--- src/rtl/core/oems_pkg.sv ---
package oems_pkg;

  localparam int DEF_MAX_ITEMS = 64;
  localparam int VALUE_W       = 32;

  typedef struct packed {
    logic signed [VALUE_W-1:0] value;
    logic                      last;
  } set_item_t;

  typedef struct packed {
    logic signed [VALUE_W-1:0] sorted_value;
    logic                      last_out;
  } run_item_t;

  typedef struct packed {
    logic start;
    logic adv;
  } sched_ctrl_t;

  typedef struct packed {
    logic done;
    logic hit;
  } sched_stat_t;

endpackage

--- src/rtl/core/odd_even_merge_sorter.sv ---
// channel  signals                          direction  payload
// set      set_valid set_stall set_item     in         value, last
// run      run_valid run_stall run_item     out        sorted_value, last_out
//
// Loading accepts one item per cycle; set_stall is high from the closing item
// until the sort is done and the last result is in the output register.
// Sort: each comparator passes SCAN (read), CMP (compare) and, on a swap, WR2,
// the single RAM write port taking both writes; out-of-set steps skip CMP.
// Emit: FETCH (RAM read), then EMIT (output register); run_stall holds EMIT.
// rst is synchronous and clears count, state and the output valid.
module odd_even_merge_sorter
  import oems_pkg::*;
#(
  parameter int MAX_ITEMS = DEF_MAX_ITEMS
) (
  input  logic      clk,
  input  logic      rst,
  input  logic      set_valid,
  output logic      set_stall,
  input  set_item_t set_item,
  output logic      run_valid,
  input  logic      run_stall,
  output run_item_t run_item
);

  localparam int AW = $clog2(MAX_ITEMS);
  localparam int CW = $clog2(MAX_ITEMS + 1);

  typedef enum logic [5:0] {
    ST_LOAD  = 6'b000001,
    ST_SCAN  = 6'b000010,
    ST_CMP   = 6'b000100,
    ST_WR2   = 6'b001000,
    ST_FETCH = 6'b010000,
    ST_EMIT  = 6'b100000
  } state_t;

  state_t        state, state_next;
  logic [CW-1:0] count, count_next;
  logic [CW-1:0] eidx, eidx_next;
  logic [VALUE_W-1:0] hi_val;

  sched_ctrl_t   sctrl;
  sched_stat_t   sstat;
  logic [AW-1:0] addr_a, addr_b;

  logic               we;
  logic [AW-1:0]      waddr, raddr_a;
  logic [VALUE_W-1:0] wdata, rd_a, rd_b;

  logic accept, swap, load_out, emit_last;

  assign set_stall = state != ST_LOAD;
  assign accept    = set_valid && !set_stall;
  assign swap      = $signed(rd_a) > $signed(rd_b);
  assign load_out  = (state == ST_EMIT) && (!run_valid || !run_stall);
  assign emit_last = (eidx + CW'(1)) == count;
  assign raddr_a   = ((state == ST_FETCH) || (state == ST_EMIT)) ? eidx[AW-1:0] : addr_a;

  oems_sched #(.MAX_ITEMS(MAX_ITEMS)) u_sched (
    .clk    (clk),
    .rst    (rst),
    .ctrl   (sctrl),
    .count  (count),
    .stat   (sstat),
    .addr_a (addr_a),
    .addr_b (addr_b)
  );

  // mirrored stores give two read ports
  oems_ram #(.WIDTH(VALUE_W), .DEPTH(MAX_ITEMS)) u_ram_a (
    .clk   (clk),
    .we    (we),
    .waddr (waddr),
    .wdata (wdata),
    .raddr (raddr_a),
    .rdata (rd_a)
  );

  oems_ram #(.WIDTH(VALUE_W), .DEPTH(MAX_ITEMS)) u_ram_b (
    .clk   (clk),
    .we    (we),
    .waddr (waddr),
    .wdata (wdata),
    .raddr (addr_b),
    .rdata (rd_b)
  );

  always_comb begin
    state_next = state;
    count_next = count;
    eidx_next  = eidx;
    sctrl      = '0;
    we         = 1'b0;
    waddr      = addr_a;
    wdata      = rd_b;
    case (state)
      ST_LOAD: begin
        waddr = count[AW-1:0];
        wdata = set_item.value;
        if (accept) begin
          if (count < CW'(MAX_ITEMS)) begin
            we         = 1'b1;
            count_next = count + CW'(1);
          end
          if (set_item.last) begin
            sctrl.start = 1'b1;
            state_next  = ST_SCAN;
          end
        end
      end
      ST_SCAN: begin
        if (sstat.done) begin
          eidx_next  = '0;
          state_next = ST_FETCH;
        end else if (sstat.hit) begin
          state_next = ST_CMP;
        end else begin
          sctrl.adv = 1'b1;
        end
      end
      ST_CMP: begin
        if (swap) begin
          we         = 1'b1;
          state_next = ST_WR2;
        end else begin
          sctrl.adv  = 1'b1;
          state_next = ST_SCAN;
        end
      end
      ST_WR2: begin
        we         = 1'b1;
        waddr      = addr_b;
        wdata      = hi_val;
        sctrl.adv  = 1'b1;
        state_next = ST_SCAN;
      end
      ST_FETCH: begin
        state_next = ST_EMIT;
      end
      ST_EMIT: begin
        if (load_out) begin
          eidx_next = eidx + CW'(1);
          if (emit_last) begin
            count_next = '0;
            state_next = ST_LOAD;
          end else begin
            state_next = ST_FETCH;
          end
        end
      end
      default: begin
        state_next = ST_LOAD;
      end
    endcase
  end

  always_ff @(posedge clk) begin
    if (rst) begin
      state     <= ST_LOAD;
      count     <= '0;
      eidx      <= '0;
      run_valid <= 1'b0;
    end else begin
      state <= state_next;
      count <= count_next;
      eidx  <= eidx_next;
      if (load_out) begin
        run_valid <= 1'b1;
      end else if (!run_stall) begin
        run_valid <= 1'b0;
      end
    end
  end

  always_ff @(posedge clk) begin
    if (state == ST_CMP) begin
      hi_val <= rd_a;
    end
    if (load_out) begin
      run_item <= '{sorted_value: $signed(rd_a), last_out: emit_last};
    end
  end

  a_count_range: assert property (@(posedge clk) disable iff (rst)
    count <= CW'(MAX_ITEMS))
    else $error("element count beyond store depth");

  a_cmp_in_set: assert property (@(posedge clk) disable iff (rst)
    (state == ST_CMP) |-> (CW'(addr_b) < count && addr_a < addr_b))
    else $error("comparator outside set or misordered");

  a_wr2_after_cmp: assert property (@(posedge clk) disable iff (rst)
    (state == ST_WR2) |-> ($past(state) == ST_CMP && $past(swap)))
    else $error("second write without a swap");

  a_emit_in_set: assert property (@(posedge clk) disable iff (rst)
    (state == ST_EMIT) |-> (eidx < count))
    else $error("emit index beyond set");

endmodule

--- src/rtl/core/oems_ram.sv ---
module oems_ram
  import oems_pkg::*;
#(
  parameter int WIDTH = VALUE_W,
  parameter int DEPTH = DEF_MAX_ITEMS
) (
  input  logic                     clk,
  input  logic                     we,
  input  logic [$clog2(DEPTH)-1:0] waddr,
  input  logic [WIDTH-1:0]         wdata,
  input  logic [$clog2(DEPTH)-1:0] raddr,
  output logic [WIDTH-1:0]         rdata
);

  logic [WIDTH-1:0] mem [DEPTH];

  always_ff @(posedge clk) begin
    if (we) begin
      mem[waddr] <= wdata;
    end
    rdata <= mem[raddr];
  end

endmodule

--- src/rtl/core/oems_sched.sv ---
module oems_sched
  import oems_pkg::*;
#(
  parameter int MAX_ITEMS = DEF_MAX_ITEMS,
  localparam int AW = $clog2(MAX_ITEMS),
  localparam int CW = $clog2(MAX_ITEMS + 1)
) (
  input  logic          clk,
  input  logic          rst,
  input  sched_ctrl_t   ctrl,
  input  logic [CW-1:0] count,
  output sched_stat_t   stat,
  output logic [AW-1:0] addr_a,
  output logic [AW-1:0] addr_b
);

  // pass p, stride k, group base j, offset i
  localparam int SW = CW + 2;

  logic [SW-1:0] p, k, j, i;
  logic [SW-1:0] p_next, k_next, j_next, i_next;
  logic [SW-1:0] n, a, b, mask;
  logic          live;

  assign n    = SW'(count);
  assign a    = i + j;
  assign b    = a + k;
  assign mask = ~((p << 1) - SW'(1));
  assign live = (j + k) < n;

  assign stat.done = p >= n;
  assign stat.hit  = live && ((a & mask) == (b & mask));
  assign addr_a    = a[AW-1:0];
  assign addr_b    = b[AW-1:0];

  always_comb begin
    p_next = p;
    k_next = k;
    j_next = j;
    i_next = i;
    if (ctrl.start) begin
      p_next = SW'(1);
      k_next = SW'(1);
      j_next = '0;
      i_next = '0;
    end else if (ctrl.adv) begin
      if (live && (i + SW'(1)) < k && (b + SW'(1)) < n) begin
        i_next = i + SW'(1);
      end else if ((j + (k << 1) + k) < n) begin
        j_next = j + (k << 1);
        i_next = '0;
      end else if (k > SW'(1)) begin
        k_next = k >> 1;
        j_next = k >> 1;
        i_next = '0;
      end else begin
        p_next = p << 1;
        k_next = p << 1;
        j_next = '0;
        i_next = '0;
      end
    end
  end

  always_ff @(posedge clk) begin
    if (rst) begin
      p <= SW'(1);
      k <= SW'(1);
      j <= '0;
      i <= '0;
    end else begin
      p <= p_next;
      k <= k_next;
      j <= j_next;
      i <= i_next;
    end
  end

endmodule
--- config.mk ---
export PLATFORM = sky130hd
export DESIGN_NAME = odd_even_merge_sorter
export DESIGN_NICKNAME = d
export VERILOG_FILES = /design/src/rtl/core/oems_pkg.sv /design/src/rtl/core/odd_even_merge_sorter.sv /design/src/rtl/core/oems_ram.sv /design/src/rtl/core/oems_sched.sv
export SDC_FILE = /design/constraint.sdc
export NUM_CORES = 2
export LEC_CHECK = 0
export CAP_MARGIN = 20
export CORE_MARGIN = 10
export CORE_UTILIZATION = 40
export DETAILED_ROUTE_END_ITERATION = 7
export DONT_BUFFER_PORTS = 1
export PLACE_DENSITY = 0.56
export SLEW_MARGIN = 20
export SYNTH_ARGS = -nofsm -noshare
export SYNTH_HDL_FRONTEND = slang
export SYNTH_SLANG_ARGS = --single-unit
export TNS_END_PERCENT = 5
--- constraint.sdc ---
create_clock -name clk -period 6.9 [get_ports clk]
set_input_delay 0.345 -clock clk [delete_from_list [all_inputs] [get_ports clk]]
set_output_delay 0.345 -clock clk [all_outputs]
set_load 0.05 [all_outputs]
==> impl_metrics.toml <==
[pwr]
power_per_cell_area_nw_per_um2 = 280
power.share.combinational = 0.109
p_leak_nw = 38.1
pwr-share-seq = 0.493
peakVddDrop_mv = 0.250
switching_share = 0.257
clkPwrFrac = 0.398
p_int_mw = 25.3
net-switching-power_mw = 8.73

[placed_design]
gp_congestion = 0.871
dp_hpwl_um = 224000
placed_cell_area_sq_um = 113000
portBuffers = 0
dp.cells = 10000

[timing]
tightest_slew_ns = 1.25
post-route-period-util = 0.887
holdWs_ns = 0.0456
finClkSkew_ns = 0.0876
fmax_mhz = 163
setup_viol = 0
rsz0062_at_grt = "false"
finalHoldViolations = 0
relSlewSlack = 0.165
finalCriticalPeriod_ns = 6.12
drv_slew = 0
fin_tns_setup_ns = 0

[final_layout]
layout.area.seq_sq_um = 65900
areaGrowthSynthToFinish_pct = 13.6
stdcell_count = 10500
drive_above_1_share = 0.237
nNetsFinal = 6902
multiInputGateArea_sq_um = 39800
fillers = 22600
fin_area_sq_um = 121000

[yosys]
syn_inst = 6735
netlist_area_sq_um = 107000
async_reset_ff_frac = 0
synth_top_area_share = 0.593
synth_seq_cells = 2234
ys_warn_count = 0
yosys.area.top_type = "edfxtp_1"
syn_nets = 6885
ys_seq_area_frac = 0.616
synth_area_per_cell_sq_um = 15.9
synth_edf_count = 2113
ys_dominant_reg_cell = "edfxtp_1"
yosysUniqueCellTypes = 73
synth_area_leaders = "edfxtp_1, mux4_2, mux2i_1"

[detailed_routing]
vias = 68800
drc = 0
via_per_inst = 6.56
drtPass1Iterations = 6
drtAntennaViolNets = 0
dr.first_iter.drc_count = 9622
wire_per_inst_um = 36.4
wirelength_um = 381000

[global_route]
grtUsageTotal = 0.257
grt_pass1_wl_um = 528000
grt_max_degree = 108
grt_pass1_vias = 67000
overflow = 0
antenna_found_initial = 24

[worst_setup_path]
r2r_cells = 18
arrival_ns = 6.91
critPathMaxStageDelay_ns = 0.64
crit_type = "flop to flop"
r2r_start = "u_sched.i[0]"
critPathLaunchType = "flop"
worstPathMaxFanout = 17
r2r_setup_slack_ns = 0.78
regToRegEndpoint = "u_sched.i[6]"
path_cells = "ha_1, inv_1, fa_1, inv_1, fa_4, a211oi_1, nor2_1, nor4_1, nand2_1, xnor2_1, ha_1, a21o_1, a211oi_1, o211ai_1, or4_1, or2_0, nor2_1, o2bb2ai_1"
slowest_stage = "fa_1"
end_kind = "flop"
worstPathRequired_ns = 7.68

[die]
floorplan.rows = 189
initial_core_util = 0.403
core_area_sq_um = 266000
die_x_um = 537
die_y_um = 537
io_pins = 72
dieArea_sq_um = 288000

[hold_path]
hp-class = "input pin to flop"
holdPathEnd = "u_sched.j[8]"
holdPathStages = 3
hp-start = "set_item[0]"

[clock_network]
clock_latency_ns = 0.94
htreeDepth = 4
cts-root-buf = "clkbuf_16"
clkTransAtPathRegs_ns = 0.06
cts_resized = 0
cts_tree = "done"
clock_sinks = 2234
clockBufferDepth = 4
cts_made_buffers = 237

[outcome]
status = "finished clean"

[run]
cap_viol_max_count = 0
[worst max path at each step]
stage                        endpoint    startpoint  depth (start not counted)  slack, ns
global route             u_sched.i[6]  u_sched.i[0]                         18       0.34
global placement         u_sched.i[3]  u_sched.i[0]                         18       0.71
detailed placement       u_sched.i[6]  u_sched.i[0]                         18       0.93
CTS                      u_sched.i[6]  u_sched.i[0]                         18       0.87
floorplan           u_ram_b.mem[4][0]      state[4]                          7       1.22
finish                   u_sched.i[6]  u_sched.i[0]                         18       0.78
[kinds of logic (layout without fill, tap and decap cells)]
family	after synthesis	count (layout)	synth area share
other	0	2	0
DFF	2234	2234	0.616
and+or+nand+nor	1493	1493	0.0617
AOI/OAI and AO/OA	900	900	0.0595
muxes	1339	1339	0.221
adders and majority gates	113	113	0.0136
xor gates and xnor gates	75	75	0.00660
buffers and inverters	581	796	0.0217
[placed cells by master (no fill, tap or decap), drive strengths merged, types with 8 or more instances in the layout]
| cell | n |
|---|---|
| edfxtp | 2113 |
| nand2 | 859 |
| mux4 | 812 |
| mux2i | 491 |
| buf | 286 |
| clkbuf | 271 |
| nand3 | 256 |
| a311oi | 232 |
| a211oi | 225 |
| a21oi | 179 |
| and3 | 133 |
| nor2 | 128 |
| dfxtp | 121 |
| o21ai | 118 |
| ha | 108 |
| clkinv | 83 |
| inv | 77 |
| xnor2 | 52 |
| bufinv | 39 |
| a22oi | 37 |
| mux2 | 36 |
| clkinvlp | 32 |
| xor2 | 20 |
| nor3 | 19 |
| a21o | 17 |
| nand4 | 15 |
| a31oi | 14 |
| nor2b | 13 |
| nand3b | 12 |
| nor4 | 11 |
| a2111oi | 11 |
| o211ai | 9 |
| o21a | 8 |
| or3 | 8 |
| dlygate4sd3 | 8 |
| or2 | 8 |
[power by group through the flow]
stage / clock (mW) / sequential, mW / combinational (mW)
floorplan: 0 / 17.1 / 1.88
global placement: 0 / 17.0 / 3.56
detailed placement: 0 / 17.0 / 3.63
CTS: 13.7 / 16.8 / 3.63
global route: 14.2 / 16.8 / 3.91
finish: 13.6 / 16.8 / 3.69
[layer usage]
layer | GRT usage | vias to the layer above | part of all wire
met5 | 0 | - | 0.00032
met4 | 0.114 | 18 | 0.053
met3 | 0.0586 | 843 | 0.11
met2 | 0.389 | 4307 | 0.45
met1 | 0.355 | 36000 | 0.39
li1 | - | 27600 | -
[worst max-delay path, delay by kind of cell, from the launching register on]
family                     cells  cell delay (ns)
AOI/OAI and AO/OA              5             1.14
xor gates and xnor gates       1             0.15
adders and majority gates      4             1.66
buffers and inverters          2             0.21
DFF                            1             0.42
and+or+nand+nor                6             2.47
[synth_stat cells (4+ instances only)]
cell and instances:
edfxtp_1 2113, nand2_1 859, mux4_2 812, mux2i_1 491, clkbuf_1 354, nand3_1 256, a311oi_1 232, a211oi_1 224
a21oi_1 179, and3_1 132, nor2_1 128, dfxtp_1 121, o21ai_0 115, ha_1 108, buf_2 91, buf_1 66
inv_1 65, xnor2_1 51, a22oi_1 37, mux2_2 36, xor2_1 20, nor3_1 19, a21o_1 17, nand4_1 15
a31oi_1 14, nor2b_1 13, nand3b_1 12, nor4_1 10, a2111oi_0 9, o211ai_1 9, o21a_1 8, or3_1 8
nand2b_1 7, nor3b_1 7, a21boi_0 6, a32oi_1 6, and2_1 6, or2_2 6, fa_1 5, o221ai_1 5
o22ai_1 5, o2bb2ai_1 4, or4_1 4
[area by class of cell]
type                            instances  share of cell area
Antenna cell                            2           0.0000412
Clock buffer                          271              0.0510
Clock inverter                        166              0.0164
Inverter                               65             0.00202
Multi-Input combinational cell       3920               0.327
Sequential cell                      2234               0.542
Tap cell                             3533              0.0364
Timing Repair Buffer                  294              0.0244
[through the flow]
step	setup WS [ns]	power, mW	utilization
detailed placement	0.930	20.7	0.426
CTS	0.868	34.1	0.457
global placement	0.706	20.6	0.426
floorplan	1.22	19.0	-
global route	0.343	34.9	0.457
finish	0.776	34.0	0.457
[timing repair]
item,4_1_cts,5_1_grt
buffers inserted,0,0
hold endpoints to repair,82,0
hold buffers,8,0
[state kept, by name (all words and copies together) (netlist names)]
name	count
run_valid	1
u_sched.i	9
run_item	33
count	7
u_ram_b.rdata	32
u_ram_a.rdata	32
u_sched.j	9
u_sched.k	9
eidx	7
u_ram_b.mem	2016
state	6
u_sched.p	9
u_ram_a.mem	32
hi_val	32
No activity file was read; power rests on OpenSTA's default activity.
